$ cat src/rtl/core/rclfr_pkg.sv
package rclfr_pkg;

	localparam int MAX_FRAME_BYTES = 16;
	localparam int IDX_W = $clog2(MAX_FRAME_BYTES + 1);
	localparam int POS_W = $clog2(MAX_FRAME_BYTES);

	localparam int NUM_BUFS = 2;
	localparam int BUF_W = $clog2(NUM_BUFS);
	localparam int PEND_W = $clog2(NUM_BUFS + 1);
	localparam int STORE_DEPTH = NUM_BUFS * MAX_FRAME_BYTES;
	localparam int STORE_AW = BUF_W + POS_W;

	localparam int QUEUE_DEPTH = NUM_BUFS;
	localparam int QPTR_W = $clog2(QUEUE_DEPTH);
	localparam int QCNT_W = $clog2(QUEUE_DEPTH + 1);

	// frame length arithmetic: length byte + 2 reaches 257
	localparam int LEN_W = 9;
	localparam logic [LEN_W-1:0] ASSUMED_FRAME_LEN = 9'd5;
	localparam logic [LEN_W-1:0] LEN_EXTRA = 9'd2;
	localparam logic [LEN_W-1:0] HDR_AND_CRC = 9'd3;
	localparam int HDR_BYTES = 3;
	localparam int TYPE_POS = 2;
	localparam int LEN_POS = 1;

	localparam int CFG_W = 16;
	localparam int CFG_IDX_W = 1;
	localparam logic [CFG_IDX_W-1:0] REG_OWN_ADDRESS = 1'b0;
	localparam logic [CFG_IDX_W-1:0] REG_FRAME_TIMEOUT = 1'b1;
	localparam logic [7:0] OWN_ADDRESS_RST = 8'd130;
	localparam logic [15:0] TIMEOUT_RST = 16'd500;

	localparam logic [7:0] CRC_POLY = 8'hD5;

	typedef struct packed {
		logic [BUF_W-1:0] buf_id;
		logic ok;
		logic [IDX_W-1:0] count;
	} desc_t;

	typedef struct packed {
		logic we;
		logic [STORE_AW-1:0] addr;
		logic [7:0] data;
	} store_wr_t;

	function automatic logic [7:0] crc8_update(input logic [7:0] crc, input logic [7:0] b);
		logic [7:0] c;
		c = crc ^ b;
		for (int k = 0; k < 8; k++) begin
			c = c[7] ? ((c << 1) ^ CRC_POLY) : (c << 1);
		end
		return c;
	endfunction

endpackage

$ cat src/rtl/core/rc_link_frame_receiver_top.sv
// Receives serial bytes with microsecond timestamps, one byte per clock when
// full is low, and assembles address/length/type/payload/crc frames into one of
// two frame buffers. A frame addressed to own_address is handed to the drain
// side, which delivers its type and payload bytes with the crc verdict. The
// input side only stalls (full high) while both frame buffers hold frames that
// are not yet fully taken. Each result passes the drain side's store read, load
// and show steps and then waits for pop, and the next result of a frame is read
// only after that pop; the single registered read port of the frame store sets
// this order. Register writes take effect at the next edge.
module rc_link_frame_receiver_top import rclfr_pkg::*; (
	input  logic                 clk,
	input  logic                 arst_n,
	input  logic                 cfg_we,
	input  logic [CFG_IDX_W-1:0] cfg_index,
	input  logic [CFG_W-1:0]     cfg_data,
	input  logic                 push,
	output logic                 full,
	input  logic [7:0]           rx_byte,
	input  logic [31:0]          rx_time_us,
	output logic                 empty,
	input  logic                 pop,
	output logic                 frame_ok,
	output logic [3:0]           byte_pos,
	output logic [7:0]           data_byte,
	output logic                 last
);

	store_wr_t           wr;
	logic                desc_push;
	desc_t               desc_in;
	desc_t               desc_out;
	logic                desc_valid;
	logic                desc_pop;
	logic                buf_free;
	logic                rd_en;
	logic [STORE_AW-1:0] rd_addr;
	logic [7:0]          rd_data;

	rclfr_front u_front (
		.clk        (clk),
		.arst_n     (arst_n),
		.cfg_we     (cfg_we),
		.cfg_index  (cfg_index),
		.cfg_data   (cfg_data),
		.push       (push),
		.full       (full),
		.rx_byte    (rx_byte),
		.rx_time_us (rx_time_us),
		.wr         (wr),
		.desc_push  (desc_push),
		.desc       (desc_in),
		.buf_free   (buf_free)
	);

	rclfr_ram #(
		.WIDTH (8),
		.DEPTH (STORE_DEPTH)
	) u_store (
		.clk   (clk),
		.we    (wr.we),
		.waddr (wr.addr),
		.wdata (wr.data),
		.re    (rd_en),
		.raddr (rd_addr),
		.rdata (rd_data)
	);

	rclfr_queue u_queue (
		.clk      (clk),
		.arst_n   (arst_n),
		.wr_en    (desc_push),
		.wr_desc  (desc_in),
		.rd_en    (desc_pop),
		.rd_desc  (desc_out),
		.rd_valid (desc_valid)
	);

	rclfr_back u_back (
		.clk       (clk),
		.arst_n    (arst_n),
		.q_valid   (desc_valid),
		.q_desc    (desc_out),
		.q_pop     (desc_pop),
		.rd_en     (rd_en),
		.rd_addr   (rd_addr),
		.rd_data   (rd_data),
		.buf_free  (buf_free),
		.empty     (empty),
		.pop       (pop),
		.frame_ok  (frame_ok),
		.byte_pos  (byte_pos),
		.data_byte (data_byte),
		.last      (last)
	);

endmodule

$ cat src/rtl/core/rclfr_ram.sv
module rclfr_ram #(
	parameter int WIDTH = 8,
	parameter int DEPTH = 32
) (
	input  logic                     clk,
	input  logic                     we,
	input  logic [$clog2(DEPTH)-1:0] waddr,
	input  logic [WIDTH-1:0]         wdata,
	input  logic                     re,
	input  logic [$clog2(DEPTH)-1:0] raddr,
	output logic [WIDTH-1:0]         rdata
);

	logic [WIDTH-1:0] mem_q [DEPTH];
	logic [WIDTH-1:0] rdata_q;

	always_ff @(posedge clk) begin
		if (we) begin
			mem_q[waddr] <= wdata;
		end
		if (re) begin
			rdata_q <= mem_q[raddr];
		end
	end

	assign rdata = rdata_q;

endmodule

$ cat src/rtl/core/rclfr_front.sv
module rclfr_front import rclfr_pkg::*; (
	input  logic                 clk,
	input  logic                 arst_n,
	input  logic                 cfg_we,
	input  logic [CFG_IDX_W-1:0] cfg_index,
	input  logic [CFG_W-1:0]     cfg_data,
	input  logic                 push,
	output logic                 full,
	input  logic [7:0]           rx_byte,
	input  logic [31:0]          rx_time_us,
	output store_wr_t            wr,
	output logic                 desc_push,
	output desc_t                desc,
	input  logic                 buf_free
);

	logic [7:0]        own_q;
	logic [15:0]       tmo_q;
	logic [IDX_W-1:0]  idx_q;
	logic [31:0]       start_q;
	logic [7:0]        crc_q;
	logic [7:0]        addr_q;
	logic [7:0]        len_q;
	logic [BUF_W-1:0]  wbuf_q;
	logic [PEND_W-1:0] pend_q;

	logic              accept;
	logic [31:0]       elapsed;
	logic              expired;
	logic [IDX_W-1:0]  idx0;
	logic              fresh;
	logic [7:0]        crc0;
	logic [31:0]       start0;
	logic [LEN_W-1:0]  frame_len;
	logic              take;
	logic [IDX_W-1:0]  idx_nx;
	logic              is_crc_byte;
	logic              done;
	logic [7:0]        crc_nx;

	always_comb begin
		accept = push && !full;
		elapsed = rx_time_us - start_q;
		expired = elapsed > {16'd0, tmo_q};
		idx0 = expired ? '0 : idx_q;
		fresh = (idx0 == '0);
		crc0 = fresh ? 8'd0 : crc_q;
		start0 = fresh ? rx_time_us : start_q;
		frame_len = (idx0 < IDX_W'(HDR_BYTES)) ? ASSUMED_FRAME_LEN
			: ({1'b0, len_q} + LEN_EXTRA);
		take = (LEN_W'(idx0) < frame_len) && (idx0 < IDX_W'(MAX_FRAME_BYTES));
		idx_nx = idx0 + IDX_W'(1);
		is_crc_byte = (LEN_W'(idx_nx) == frame_len);
		done = take && is_crc_byte;
		crc_nx = (take && idx0 >= IDX_W'(TYPE_POS) && !is_crc_byte)
			? crc8_update(crc0, rx_byte) : crc0;
	end

	assign full = (pend_q == PEND_W'(NUM_BUFS));
	assign desc_push = accept && done && (addr_q == own_q);

	always_comb begin
		desc.buf_id = wbuf_q;
		desc.ok = (crc0 == rx_byte);
		desc.count = IDX_W'(frame_len - HDR_AND_CRC);
		wr.we = accept && take;
		wr.addr = {wbuf_q, idx0[POS_W-1:0]};
		wr.data = rx_byte;
	end

	always_ff @(posedge clk or negedge arst_n) begin
		if (!arst_n) begin
			own_q <= OWN_ADDRESS_RST;
			tmo_q <= TIMEOUT_RST;
			idx_q <= '0;
			start_q <= '0;
			crc_q <= '0;
			wbuf_q <= '0;
			pend_q <= '0;
		end else begin
			if (cfg_we) begin
				case (cfg_index)
					REG_OWN_ADDRESS: own_q <= cfg_data[7:0];
					REG_FRAME_TIMEOUT: tmo_q <= cfg_data;
					default: ;
				endcase
			end
			if (accept) begin
				start_q <= start0;
				crc_q <= crc_nx;
				if (done) begin
					idx_q <= '0;
				end else if (take) begin
					idx_q <= idx_nx;
				end else begin
					idx_q <= idx0;
				end
			end
			if (desc_push) begin
				wbuf_q <= wbuf_q + BUF_W'(1);
			end
			if (desc_push && !buf_free) begin
				pend_q <= pend_q + PEND_W'(1);
			end else if (!desc_push && buf_free) begin
				pend_q <= pend_q - PEND_W'(1);
			end
		end
	end

	// address and length bytes of the frame in progress
	always_ff @(posedge clk) begin
		if (accept && take && idx0 == '0) begin
			addr_q <= rx_byte;
		end
		if (accept && take && idx0 == IDX_W'(LEN_POS)) begin
			len_q <= rx_byte;
		end
	end

endmodule

$ cat src/rtl/core/rclfr_queue.sv
module rclfr_queue import rclfr_pkg::*; (
	input  logic  clk,
	input  logic  arst_n,
	input  logic  wr_en,
	input  desc_t wr_desc,
	input  logic  rd_en,
	output desc_t rd_desc,
	output logic  rd_valid
);

	desc_t              mem_q [QUEUE_DEPTH];
	logic [QPTR_W-1:0]  wptr_q;
	logic [QPTR_W-1:0]  rptr_q;
	logic [QCNT_W-1:0]  cnt_q;

	function automatic logic [QPTR_W-1:0] ptr_inc(input logic [QPTR_W-1:0] p);
		return (p == QPTR_W'(QUEUE_DEPTH - 1)) ? '0 : p + QPTR_W'(1);
	endfunction

	assign rd_valid = (cnt_q != '0);
	assign rd_desc = mem_q[rptr_q];

	always_ff @(posedge clk) begin
		if (wr_en) begin
			mem_q[wptr_q] <= wr_desc;
		end
	end

	always_ff @(posedge clk or negedge arst_n) begin
		if (!arst_n) begin
			wptr_q <= '0;
			rptr_q <= '0;
			cnt_q <= '0;
		end else begin
			if (wr_en) begin
				wptr_q <= ptr_inc(wptr_q);
			end
			if (rd_en) begin
				rptr_q <= ptr_inc(rptr_q);
			end
			if (wr_en && !rd_en) begin
				cnt_q <= cnt_q + QCNT_W'(1);
			end else if (!wr_en && rd_en) begin
				cnt_q <= cnt_q - QCNT_W'(1);
			end
		end
	end

endmodule

$ cat src/rtl/core/rclfr_back.sv
module rclfr_back import rclfr_pkg::*; (
	input  logic                clk,
	input  logic                arst_n,
	input  logic                q_valid,
	input  desc_t               q_desc,
	output logic                q_pop,
	output logic                rd_en,
	output logic [STORE_AW-1:0] rd_addr,
	input  logic [7:0]          rd_data,
	output logic                buf_free,
	output logic                empty,
	input  logic                pop,
	output logic                frame_ok,
	output logic [3:0]          byte_pos,
	output logic [7:0]          data_byte,
	output logic                last
);

	typedef enum logic [1:0] {
		ST_IDLE,
		ST_READ,
		ST_LOAD,
		ST_HOLD
	} state_t;

	state_t           state_q;
	desc_t            cur_q;
	logic [IDX_W-1:0] i_q;
	logic             vld_q;
	logic             ok_q;
	logic [3:0]       pos_q;
	logic [7:0]       data_q;
	logic             last_q;

	assign q_pop = (state_q == ST_IDLE) && q_valid;
	assign rd_en = (state_q == ST_READ);
	assign rd_addr = {cur_q.buf_id, POS_W'(i_q + IDX_W'(TYPE_POS))};
	assign buf_free = (state_q == ST_HOLD) && pop && last_q;

	assign empty = !vld_q;
	assign frame_ok = ok_q;
	assign byte_pos = pos_q;
	assign data_byte = data_q;
	assign last = last_q;

	always_ff @(posedge clk or negedge arst_n) begin
		if (!arst_n) begin
			state_q <= ST_IDLE;
			cur_q <= '0;
			i_q <= '0;
			vld_q <= 1'b0;
			ok_q <= 1'b0;
			pos_q <= '0;
			data_q <= '0;
			last_q <= 1'b0;
		end else begin
			case (state_q)
				ST_IDLE: begin
					if (q_valid) begin
						cur_q <= q_desc;
						i_q <= '0;
						state_q <= ST_READ;
					end
				end
				ST_READ: begin
					state_q <= ST_LOAD;
				end
				ST_LOAD: begin
					ok_q <= cur_q.ok;
					pos_q <= 4'(i_q);
					data_q <= rd_data;
					last_q <= (i_q + IDX_W'(1) == cur_q.count);
					vld_q <= 1'b1;
					state_q <= ST_HOLD;
				end
				ST_HOLD: begin
					if (pop) begin
						vld_q <= 1'b0;
						if (last_q) begin
							state_q <= ST_IDLE;
						end else begin
							i_q <= i_q + IDX_W'(1);
							state_q <= ST_READ;
						end
					end
				end
				default: state_q <= ST_IDLE;
			endcase
		end
	end

endmodule

$ cat config.mk
export PLATFORM = sky130hd
export DESIGN_NAME = rc_link_frame_receiver_top
export DESIGN_NICKNAME = d
export VERILOG_FILES = /design/src/rtl/core/rclfr_pkg.sv /design/src/rtl/core/rc_link_frame_receiver_top.sv /design/src/rtl/core/rclfr_ram.sv /design/src/rtl/core/rclfr_front.sv /design/src/rtl/core/rclfr_queue.sv /design/src/rtl/core/rclfr_back.sv
export SDC_FILE = /design/constraint.sdc
export NUM_CORES = 1
export LEC_CHECK = 0
export BUFFER_PORTS_ARGS = -buffer_cell sky130_fd_sc_hd__clkbuf_2
export CAP_MARGIN = 20
export CORE_MARGIN = 2
export CORE_UTILIZATION = 62
export CTS_CLUSTER_DIAMETER = 150
export DETAILED_ROUTE_END_ITERATION = 10
export HOLD_SLACK_MARGIN = 0.02
export PLACE_DENSITY_LB_ADDON = 0.25
export SYNTH_ARGS = -nofsm -noshare
export SYNTH_HDL_FRONTEND = slang
export SYNTH_SLANG_ARGS = --single-unit
$ cat constraint.sdc
create_clock -name clk -period 11.35 [get_ports clk]
set_input_delay 2.27 -clock clk [delete_from_list [all_inputs] [get_ports clk]]
set_output_delay 2.27 -clock clk [all_outputs]
set_load 0.03 [all_outputs]
After elaboration in Yosys (flattened, before gate mapping)
Memory sizes are Yosys's and may differ from the RTL's. A register that Yosys moved wholly into a read port is not among the register bits.
Index checks and enable logic that the tools add are counted.
- add/sub/neg operators: 13
- multipliers: 0
- divide/modulo/power cells: 0
- $lt $le $gt $ge: 5
- equality and inequality tests: 12
- shift operators: 0
- multiplexer cells: 34
- bitwise gates (word level): 10
- reduce and logical (&&, ||, !) cells: 38
- operator list (cell ; count):
    $mux W8 ; 10
    $not A5 Y5 ; 8
    $gt A32 B16 Y1 ; 1
    $sub A32 B32 Y32 ; 1
    $mux W5 ; 6
    $logic_and A1 B1 Y1 ; 17
    $eq A8 B8 Y1 ; 2
    $mux W2 ; 6
    $reduce_and A2 Y1 ; 6
    $add A5 B1 Y5 const B ; 2
    $pmux W5 S2 ; 1
    $reduce_bool A2 Y1 ; 5
    $add A8 B2 Y9 const B ; 1
    $eq A5 B9 Y1 ; 1
    $lt A5 B9 Y1 ; 1
    $mux W9 ; 1
    $mux W1 ; 8
    $pmux W2 S4 ; 1
    $xor A8 B8 Y8 ; 1
    $logic_not A1 Y1 ; 7
    $eq A2 B2 Y1 const B ; 3
    $eq A5 B1 Y1 const B ; 1
    $eq A5 B5 Y1 ; 1
    $ge A5 B2 Y1 const B ; 1
    other kinds (15) ; 20
- flip-flop bits (word level): 114
- latch bits: 0
- memory bits (writable): 270
- bits in read-only memories: 0
- output and inout port bits: 16
- logic and storage cells: 133
- memories: 2
- memories (memory ; depth ; width ; rd ports ; clocked after memory_dff ; wr ports ; line ; text):
    u_store.mem_q ; 32 ; 8 ; 1 ; 1 ; 1 ; rclfr_ram.sv:14 ; logic [WIDTH-1:0] mem_q [DEPTH];
    u_queue.mem_q ; 2 ; 7 ; 1 ; 1 ; 1 ; rclfr_queue.sv:11 ; desc_t mem_q [QUEUE_DEPTH];

Longest topological paths before layout
Gate-level depths: netlist of run 1.
- depth in word-level cells: 23
- mapped depth: 40

Hierarchy
A second synthesis of run 1 with hierarchy kept.
- cells, all modules: 1350
- area, all modules: 19264.7 µm²
- modules (own cells, without submodules) (module ; times used ; cells each ; area an instance (µm²) ; seq. area each (µm²)):
    rclfr_ram ; 1 ; 417 ; 10133.5 ; 7927.6
    rclfr_front ; 1 ; 790 ; 7000.5 ; 2292.2
    rclfr_back ; 1 ; 106 ; 1411.4 ; 725.7
    rclfr_queue ; 1 ; 37 ; 719.4 ; 520.5

Worst setup path before layout of run 1
No wires, ideal clock.
- path kind: input port to flip-flop
- start: input port rx_time_us[2]
- end: memory u_store.mem_q[1][0], enable pin
- setup time: 0.383 ns
- arrival: 8.562 ns
- required time: 10.967 ns
- path slack: 2.405 ns
- stages: 35
- buffers on the path: 1
- path through: ha_1 -> o211ai_1 -> a21oi_1 -> nand2b_1 -> a21o_1 -> a21oi_1 -> nor2b_1 -> o21ai_0 -> nand2b_1 -> nand3_1 -> o21ai_0 -> xor2_1 -> ha_1 -> nand4_1 -> nor2_1 -> a221o_1 -> o31a_1 -> nor4_1 -> o211ai_1 -> nor4_2 -> and4_1 -> buf_2 -> nand2_1 -> nor2_1 -> inv_1 -> ha_1 -> nor2b_1 -> o21a_1 -> o21a_1 -> o21ai_0 -> nand2b_1 -> o21a_1 -> nor2_1 -> nand3_1 -> nor3_1
- cells in the longest elaborated chain, start to end: 10
- elaborated cells on any way between the ends: 11
- RTL lines (what ; line ; text):
    start: declaration ; rc_link_frame_receiver_top.sv:19 ; input logic [31:0] rx_time_us,
    $sub A32 B32 Y32 * ; rclfr_front.sv:43 ; elapsed = rx_time_us - start_q;
    $gt A32 B16 Y1 * ; rclfr_front.sv:44 ; expired = elapsed > {16'd0, tmo_q};
    $mux W5 * ; rclfr_front.sv:45 ; idx0 = expired ? '0 : idx_q;
    $lt A5 B2 Y1 ; rclfr_front.sv:49 ; frame_len = (idx0 < IDX_W'(HDR_BYTES)) ? ASSUMED_FRAME_LEN
    $mux W9 ; rclfr_front.sv:49 ;
    $lt A5 B9 Y1 ; rclfr_front.sv:51 ; take = (LEN_W'(idx0) < frame_len) && (idx0 < IDX_W'(MAX_FRAME_BYTES));
    $logic_and A1 B1 Y1 ; rclfr_front.sv:51 ;
    $logic_and A1 B1 Y1 ; rclfr_front.sv:66 ; wr.we = accept && take;
    $mux W1 ; rclfr_ram.sv:18 ; if (we) begin
    $mux W1 (implied by the code) ; rclfr_ram.sv:19 ; mem_q[waddr] <= wdata;
    end: declaration ; rclfr_ram.sv:14 ;
Every way passes the cells marked *; elsewhere a longest branch is shown, timed or not.

Worst setup path in the final report of run 1
- start: input port rx_time_us[4]
- end: register u_front.len_q[2], enable pin
- cells in the longest elaborated chain, start to end: 9
- elaborated cells on any way between the ends: 11
- RTL lines (what ; line ; text):
    $sub A32 B32 Y32 * ; rclfr_front.sv:43 ;
    $gt A32 B16 Y1 * ; rclfr_front.sv:44 ;
    $mux W5 * ; rclfr_front.sv:45 ;
    $lt A5 B2 Y1 ; rclfr_front.sv:49 ;
    $mux W9 ; rclfr_front.sv:49 ;
    $lt A5 B9 Y1 ; rclfr_front.sv:51 ;
    $logic_and A1 B1 Y1 ; rclfr_front.sv:51 ;
    $logic_and A1 B1 Y1 ; rclfr_front.sv:115 ; if (accept && take && idx0 == IDX_W'(LEN_POS)) begin
    $logic_and A1 B1 Y1 * ; rclfr_front.sv:115 ;
    end signal: assignment ; rclfr_front.sv:116 ; len_q <= rx_byte;
    end: declaration ; rclfr_front.sv:23 ; logic [7:0] len_q;
Marked as above.
A chain may end at the register's enable or synchronous reset.

==> impl_metrics.ini, run 1 <==
[grt]
grt_max_degree = 74
grt_pass1_wl_um = 67000
overflow = 0
antenna_found_initial = 0
grt_pass1_vias = 11700
grt_util_all_layers_pct = 26.9

[floorplanning]
chipWidth_um = 180
die_h_um = 180
start_util_pct = 62.7
design.core.area_mm2 = 0.0305
die_area_mm2 = 0.0323
ios = 78
rows = 64

[cells_and_area]
num_antenna_cells = 0
drive_gt1_share_pct = 23.4
final_common_cell = edfxtp_1
area_growth_pct = 11.3
fin_nets = 1546
final_util_pct = 69.8
layout_common_cells = 294 x edfxtp_1, 95 x dfrtp_1, 82 x nor2_1

[timing]
finalCritPeriodShare_pct = 85.6
clock.fmax_mhz = 103
final-setup-viol-count = 0
slew_violations = 0
tightest_slew_ns = 0.978
setup_tns_ns = 0
hold_viol_final = 0
rsz0062_at_grt = false
finalCriticalPeriod_ns = 9.72
slew_headroom_pct = 34.6
clock_skew_ns = 0.0255

[setup_path]
required_ns = 11.51
cp-end-kind = register
r2r_slack_ns = 3.08
crit_slowest_cell = a21oi_1
cp_max_fo = 9
worstPathArrival_ns = 9.88
start_kind = input port
crit_type = in -> reg
r2r_cells = 35
max_stage_delay_ns = 0.79
r2r-start = u_front.start_q[4]
r2r_end = u_front.len_q[2]

[logic_synthesis]
yosys.area.top_type_share_pct = 46.1
syn-cell-area_mm2 = 0.0191
synth_edf_count = 294
synth_cell_type_count = 77
ys.flop_type = edfxtp_1
synthArstFlopShare_pct = 26.3
syn_area_per_cell_um2 = 14.4
synth_cells = 1333
yosysWarningCount = 0
synth_top_cell_by_area = edfxtp_1
synth-seq-area-share_pct = 59.9
ys_ff_latch = 399
syn-num-nets = 1463
synthTopCellsByArea = edfxtp_1 46%, dfrtp_1 13%, mux4_2 9.4%, mux2_2 4.4%, ha_1 4.4%

[placement]
gp_congestion = 0.900
port_buffers = 77
dp_hpwl_um = 28000

[min_path]
hp-class = reg -> reg
hold_end = u_front.pend_q[1]
holdPathStages = 1
worstHoldStart = u_front.pend_q[1]

[clocking]
ctsRootBufferMaster = clkbuf_16
clock_path_buffers = 3
insertion_delay_ns = 0.56
cts-hold-fix-buffers = 0
cts_tree = done
cts.clk_slew.worst_paths_ns = 0.06
postCtsSetupBuffers = 0
htree_levels = 2
cts_sinks = 399
cts_buffers = 40
post_cts_resized = 0

[routing]
first_pass_iters = 5
wl_per_cell_um = 23.2
ant_nets = 0
drt_wl_total_um = 42700
route.vias.total = 11500
drt-initial-drc-count = 1003
viasPerCell = 6.26
drc = 0

[run_status]
outcome = complete, no violations

[power]
leakage_nw = 7.84
ir_drop_mv = 0.147
pwr_density_cell_mw_per_mm2 = 217

[job]
cap_viol_max_count = 0
## metrics by stage
stage / hold slack (ns) / power [mW] / area, um^2 / cells / worst slack (ns)
finish: 0.474 / 4.62 / 21300 / 1844 / 1.63
global route: 0.488 / 4.84 / 21300 / 1844 / 0.892
floorplan: 0.443 / 2.90 / 19100 / 1333 / 2.40
detailed placement: 0.467 / 3.28 / 19900 / 1770 / 1.15
global placement: 0.456 / 3.23 / 19900 / 1770 / 1.35
CTS: 0.480 / 4.63 / 21300 / 1844 / 1.69
## cell families after synthesis
kind of cell	Yosys count	share of synthesized area, %
AND/OR/NAND/NOR	273	7.15
AO/OA/AOI/OAI	212	7.13
XOR/XNOR	84	4.00
adder cells (fa/ha/maj)	68	4.49
multiplexers	173	14.8
flip-flops	399	59.9
buffers and inverters	124	2.52
## report_power, final
group | internal [mW] | switching, mW
combinational | 0.636 | 0.801
clock | 0.791 | 0.565
sequential | 1.71 | 0.108
## routing by layer
layer,track usage [%],wire [um],vias to the layer above
met3,4.80,3130,83
met4,9.56,1410,0
li1,-,-,5247
met1,35.7,16900,5741
met5,0,0,-
met2,45.2,21300,469
## synth_stat cells, types with 11 or more instances
| cell type | count |
|---|---|
| a21oi_1 | 67 |
| buf_2 | 11 |
| clkbuf_1 | 32 |
| dfrtp_1 | 97 |
| edfxtp_1 | 294 |
| ha_1 | 67 |
| inv_1 | 72 |
| mux2_2 | 75 |
| mux2i_1 | 17 |
| mux4_2 | 80 |
| nand2_1 | 63 |
| nand3_1 | 22 |
| nand4_1 | 16 |
| nor2_1 | 82 |
| nor3_1 | 22 |
| o21a_1 | 11 |
| o21ai_0 | 56 |
| xnor2_1 | 56 |
| xor2_1 | 25 |
## worst max-delay path by stage
stage               slack [ns]  depth (start not counted)          start                    to
CTS                       1.69                         35  rx_time_us[4]  u_store.mem_q[17][4]
detailed placement        1.15                         35  rx_time_us[4]  u_store.mem_q[17][3]
global placement          1.35                         35  rx_time_us[4]      u_front.len_q[3]
global route              0.89                         35  rx_time_us[4]      u_front.len_q[0]
floorplan                 2.40                         35  rx_time_us[2]   u_store.mem_q[1][0]
finish                    1.63                         35  rx_time_us[4]      u_front.len_q[2]
## state kept, by name (all words and copies together) (netlist names), 4 cells and up
register,cells
u_back.i_q,5
u_front.start_q,32
u_front.len_q,8
u_back.byte_pos,4
u_back.cur_q,6
u_front.crc_q,8
u_queue.mem_q,14
u_front.idx_q,5
u_store.mem_q,256
u_store.rdata,8
u_front.tmo_q,16
u_front.own_q,8
u_back.data_byte,8
u_front.addr_q,8
## cell type report
class,instances,area [um^2]
fillers,2014,9210
flip-flops and latches,399,11500
multi-input cells,810,7200
clock inverters,26,293
clock buffers,48,1060
inverters,72,270
well taps,396,495
repair buffers,93,508
## worst max-delay path: cells and delay by family
family	cells	cell delay (ns)
fa+ha+maj	3	0.94
buf+inv	2	0.16
compound gates	14	3.01
xor+xnor	1	0.17
simple gates	15	3.31
Note: power is estimated with default switching activity, not from simulation.
==> inputs of run 2 (changes only) <==
--- a/config.mk
+++ b/config.mk
@@ -5,6 +5,7 @@
 export SDC_FILE = /design/constraint.sdc
 export NUM_CORES = 1
 export LEC_CHECK = 0
+export ABC_AREA = 1
 export BUFFER_PORTS_ARGS = -buffer_cell sky130_fd_sc_hd__clkbuf_2
 export CAP_MARGIN = 20
 export CORE_MARGIN = 2
==> run 2 against run 1 <==
Effect of this change: worst setup slack improved by 1.6 ns; cell count increased by 40%; worst hold slack got worse by 0.021 ns; clock skew is 0.00082 ns higher; global-route usage grew 2.1 points; die area grew 4.1%; first-iteration DRC count increased by 68%; register-to-register slack improved by 1.6 ns; wire length rose by 12%; critical path type unchanged.
==> impl_metrics.ini, run 2 <==
[run_status]
outcome = complete, no violations

[logic_synthesis]
synth_cell_type_count = 57
syn_area_per_cell_um2 = 9.63
synth-seq-area-share_pct = 57.5
syn-num-nets = 2201
synth_cells = 2071
syn-cell-area_mm2 = 0.0199
synthTopCellsByCount = 402 x nand2_1, 294 x edfxtp_1, 285 x nor2_1, 228 x inv_1, 175 x o21ai_0
synthTopCellsByArea = edfxtp_1 44%, dfrtp_1 12%, nand2_1 7.6%, nor2_1 5.4%, o21ai_0 4.4%
yosys.area.top_type_share_pct = 44.3
synth.most_common_cell = nand2_1
synth_edf_count = 294
synthArstFlopShare_pct = 26.3
ys_ff_latch = 399
yosysWarningCount = 0
ys.flop_type = edfxtp_1
synth_top_cell_by_area = edfxtp_1

[cells_and_area]
fin_area_mm2 = 0.0221
top_register = u_store.mem_q
fin_nets = 2273
final-seq-area_mm2 = 0.0115
final_common_cell = nand2_1
largest_reg_flops = 256
num_antenna_cells = 0
multi_input_area_mm2 = 0.00724
drive_gt1_share_pct = 12.4
area_growth_pct = 11.0
layout_common_cells = 401 x nand2_1, 294 x edfxtp_1, 285 x nor2_1
largestRegisters = u_store.mem_q: 256 flops, u_front.start_q: 32 flops, u_front.tmo_q: 16 flops
stdcell_count = 2579
fillers = 2314

[setup_path]
crit_slowest_cell = nor2_1
r2r_cells = 33
crit_start = rx_time_us[0]
cp-end-kind = register
start_kind = input port
r2r-start = u_front.start_q[0]
r2r_end = u_store.mem_q[21][4]
cp_max_fo = 9
crit_type = in -> reg
r2r_slack_ns = 4.71
required_ns = 11.52
max_stage_delay_ns = 0.79
worstPathArrival_ns = 8.28

[clocking]
cts_sinks = 399
cts.clk_slew.worst_paths_ns = 0.06
cts-hold-fix-buffers = 0
clock_path_buffers = 3
ctsRootBufferMaster = clkbuf_16
cts_tree = done
cts_buffers = 42
postCtsSetupBuffers = 0
htree_levels = 2
insertion_delay_ns = 0.56
post_cts_resized = 0

[floorplanning]
start_util_pct = 63.0
die_area_mm2 = 0.0336
ios = 78
design.core.area_mm2 = 0.0316
die_h_um = 183
rows = 65
chipWidth_um = 183

[min_path]
hp-class = reg -> reg
worstHoldStart = u_store.rdata[5]
holdPathStages = 2
hold_end = u_back.data_byte[5]

[timing]
clock.fmax_mhz = 123
tightest_slew_ns = 0.985
slew_violations = 0
finalCritPeriodShare_pct = 71.5
finalCriticalPeriod_ns = 8.11
whs_ns = 0.454
hold_viol_final = 0
final-setup-viol-count = 0
clock_skew_ns = 0.0263
setup_tns_ns = 0
slew_headroom_pct = 34.2
rsz0062_at_grt = false

[grt]
grt_pass1_vias = 14400
overflow = 0
grt_pass1_wl_um = 76000
grt_max_degree = 72
antenna_found_initial = 0
grt_util_all_layers_pct = 29.0

[routing]
ant_nets = 0
wl_per_cell_um = 18.6
route.vias.total = 14900
first_pass_iters = 6
drc = 0
drt-initial-drc-count = 1683
viasPerCell = 5.79
drt_wl_total_um = 47900

[power]
pwr_density_cell_mw_per_mm2 = 230
leakage_nw = 9.47
ir_drop_mv = 0.159

[placement]
dp_hpwl_um = 31800
dpl-instance-area_mm2 = 0.0207
dp.cells = 2499
port_buffers = 77
gp_congestion = 0.959

[job]
cap_viol_max_count = 0
run 2: changes by cell type in the layout (fill, tap and decap cells not counted), sizes merged, moves of 24 or more:
cell	previous run	this run
nand2	63	440
nor2	82	301
inv	74	252
o21ai	58	181
mux4	80	0
mux2	76	1
nand3	22	81
o221ai	0	46
xnor2	56	10
o22ai	3	27
run 2: per-stage QoR:
| step | worst slack, ns | total power, mW | util (%) |
|---|---|---|---|
| 2_1_floorplan | 3.62 | 3.18 | - |
| 3_3_place_gp | 3.06 | 3.63 | 65.4 |
| 3_5_place_dp | 2.80 | 3.69 | 65.4 |
| 4_1_cts | 3.32 | 5.07 | 69.9 |
| 5_1_grt | 2.84 | 5.41 | 70.0 |
| 6_report | 3.24 | 5.10 | 70.0 |
run 2: per-layer routing:
layer / vias up / track usage [%] / routed length [um]
met4: 0 / 7.20 / 933
met3: 81 / 4.53 / 4300
met2: 696 / 45.3 / 21400
li1: 7150 / - / -
met5: - / 0 / 0
met1: 7016 / 43.0 / 21300
run 2: cell type report:
class                      count  area share [%]
multi-input combinational   1346            32.7
sequential                   399            51.8
tap                          402            2.27
inverter                     258            4.39
timing repair buffer          96            2.49
clock buffer                  53            4.98
clock inverter                25            1.35
run 2: where the power goes:
group	leakage (nW)	switching, mW	internal [mW]
Clock	0.678	0.578	0.811
Combinational	4.94	1.26	0.597
Sequential	3.86	0.116	1.74
Total	9.47	1.95	3.15
run 2: critical path: cells and delay by family:
kind	cells	cell delay [ns]
AOI/OAI and AO/OA	4	0.54
xor gates and xnor gates	1	0.09
adders and majority gates	4	1.18
buffers and inverters	4	0.29
and+or+nand+nor	22	3.87
run 2: cells by family after synthesis:
kind of cell | after synthesis | share of synthesized area (%)
AOI/OAI and AO/OA | 378 | 11.1
xor gates and xnor gates | 44 | 2.05
adders and majority gates | 68 | 4.30
buffers and inverters | 326 | 6.20
DFF | 399 | 57.5
muxes | 1 | 0.0565
and+or+nand+nor | 855 | 18.8
run 2: how the worst max path moves through the flow:
stage,endpoint,slack [ns]
global route,u_store.mem_q[21][7],2.84
finish,u_store.mem_q[21][4],3.24
detailed placement,u_store.mem_q[13][7],2.80
global placement,u_store.mem_q[29][6],3.06
CTS,u_store.mem_q[13][7],3.32
floorplan,u_front.len_q[0],3.62
==> inputs of run 3 (changes only) <==
--- a/config.mk
+++ b/config.mk
@@ -9,7 +9,7 @@
 export BUFFER_PORTS_ARGS = -buffer_cell sky130_fd_sc_hd__clkbuf_2
 export CAP_MARGIN = 20
 export CORE_MARGIN = 2
-export CORE_UTILIZATION = 62
+export CORE_UTILIZATION = 56
 export CTS_CLUSTER_DIAMETER = 150
 export DETAILED_ROUTE_END_ITERATION = 10
 export HOLD_SLACK_MARGIN = 0.02
==> constraint.sdc (replaced) <==
create_clock -name clk -period 7.4 [get_ports clk]
set_input_delay 1.48 -clock clk [delete_from_list [all_inputs] [get_ports clk]]
set_output_delay 1.48 -clock clk [all_outputs]
set_load 0.03 [all_outputs]
==> run 3 against run 2 <==
Effect of this change: via count grew 0.48%; total power grew 53%; critical path depth grew 1; cell area grew 1.6%; cell count grew 3.9%; non-clock buffer count grew 42; first-iteration DRC count shrank 22%; register-to-register slack lost 3.6 ns; die area grew 10%; clock skew shrank 0.00096 ns; worst setup slack lost 2.8 ns; critical path type unchanged.
==> impl_metrics.ini, run 3 (synthesis gave the netlist of run 2 again) <==
[placement]
port_buffers = 77
dp_hpwl_um = 32600
gp_congestion = 0.948

[setup_path]
start_kind = input port
required_ns = 7.67
cp_max_fo = 8
cp-end-kind = register
critPathMostFrequentCell = nand2_1
crit_slowest_cell = fa_1
crit_type = in -> reg
worstPathArrival_ns = 7.20
max_stage_delay_ns = 0.41

[cells_and_area]
largestRegisters = u_store.mem_q: 256 flops, u_front.start_q: 32 flops, u_front.tmo_q: 16 flops
largest_reg_flops = 256
final_common_cell = nand2_1
area_growth_pct = 12.8
fin_nets = 2315
drive_gt1_share_pct = 14.0
num_antenna_cells = 0
fillers = 2803
layout_common_cells = 401 x nand2_1, 294 x edfxtp_1, 285 x nor2_1
top_register = u_store.mem_q

[floorplanning]
ios = 78
rows = 69
die_area_mm2 = 0.0371
chipWidth_um = 193
die_h_um = 193
start_util_pct = 56.5
design.core.area_mm2 = 0.0353

[routing]
drt_wl_total_um = 48500
drc = 0
ant_nets = 0
wl_per_cell_um = 18.1
route.vias.total = 15000
viasPerCell = 5.60
first_pass_iters = 6
drt-initial-drc-count = 1313

[clocking]
clock_path_buffers = 3
cts_buffers = 42
postCtsSetupBuffers = 0
cts-hold-fix-buffers = 0
ctsRootBufferMaster = clkbuf_16
htree_levels = 2
cts.clk_slew.worst_paths_ns = 0.06
post_cts_resized = 0
insertion_delay_ns = 0.57
cts_tree = done
cts_sinks = 399

[power]
ir_drop_mv = 0.254
leakage_nw = 9.68
pwr_density_cell_mw_per_mm2 = 347

[run_status]
outcome = complete, no violations

[timing]
finalCriticalPeriod_ns = 6.93
tightest_slew_ns = 0.926
rsz0062_at_grt = false
setup_tns_ns = 0
slew_violations = 0
clock.fmax_mhz = 144
clock_skew_ns = 0.0254
hold_viol_final = 0
slew_headroom_pct = 38.1
final-setup-viol-count = 0
whs_ns = 0.446
finalCritPeriodShare_pct = 93.6

[min_path]
hp-class = reg -> reg

[grt]
grt_max_degree = 82
grt_pass1_wl_um = 76500
grt_util_all_layers_pct = 26.9
grt_pass1_vias = 14300
overflow = 0
antenna_found_initial = 0

[job]
cap_viol_max_count = 0
run 3: cell types whose count changed in the layout (fill, tap and decap cells not counted), moves of 2 or more:
cell / delta
clkinv_4: -3
clkinvlp_4: +3
bufinv_16: -2
clkbuf_1: -5
buf_4: +41
clkinv_1: +7
run 3: worst paths after layout:
check | from | end | slack [ns] | depth (start not counted)
setup / recovery | rx_time_us[0] | u_store.mem_q[20][6] | 0.47 | 36
hold / removal | u_store.rdata[5] | u_back.data_byte[5] | 0.45 | 2
setup reg to reg | u_front.start_q[0] | u_store.mem_q[20][6] | 1.13 | 34
hold reg to reg | u_store.rdata[5] | u_back.data_byte[5] | 0.45 | 2
max in group asynchronous | arst_n | u_front.idx_q[2] | 5.23 | 2
min in group asynchronous | arst_n | u_front.own_q[3] | 0.95 | 1
run 3: report_power, final:
part / switching, mW / internal (mW) / total, mW
sequential: 0.167 / 2.67 / 2.84
clock: 0.869 / 1.18 / 2.05
combinational: 1.98 / 0.936 / 2.92
total: 3.02 / 4.79 / 7.81
run 3: area by class of cell:
type	count	area [um^2]	area share [%]
sequential	399	11500	51.0
tap	461	577	2.56
clock buffer	49	1110	4.93
timing repair buffer	138	886	3.94
inverter	258	972	4.32
clock inverter	29	234	1.04
multi-input combinational	1346	7240	32.2
run 3: metrics by stage:
stage          cells  setup slack [ns]  instance area, um^2  power (mW)  util [%]
6_report        2680             0.474                22500        7.81      63.7
2_1_floorplan   2071             0.456                19900        4.88         -
4_1_cts         2677             0.584                22400        7.77      63.5
3_5_place_dp    2599            0.0154                21100        5.71      59.7
5_1_grt         2680            0.0716                22500        8.31      63.7
3_3_place_gp    2599             0.312                21100        5.64      59.7
run 3: metal layers:
metal	wire (um)	vias up	global-route usage, %
met5	0	-	0
met4	992	0	7.31
met3	4000	74	5.04
met2	22000	576	42.0
met1	21500	7134	38.7
li1	-	7230	-
run 3: worst max-delay path, delay by kind of cell:
| family | cells | cell delay, ns |
|---|---|---|
| adder cells (fa/ha/maj) | 4 | 1.10 |
| buffers and inverters | 5 | 0.52 |
| AO/OA/AOI/OAI | 4 | 0.56 |
| AND/OR/NAND/NOR | 22 | 3.19 |
| XOR/XNOR | 1 | 0.31 |
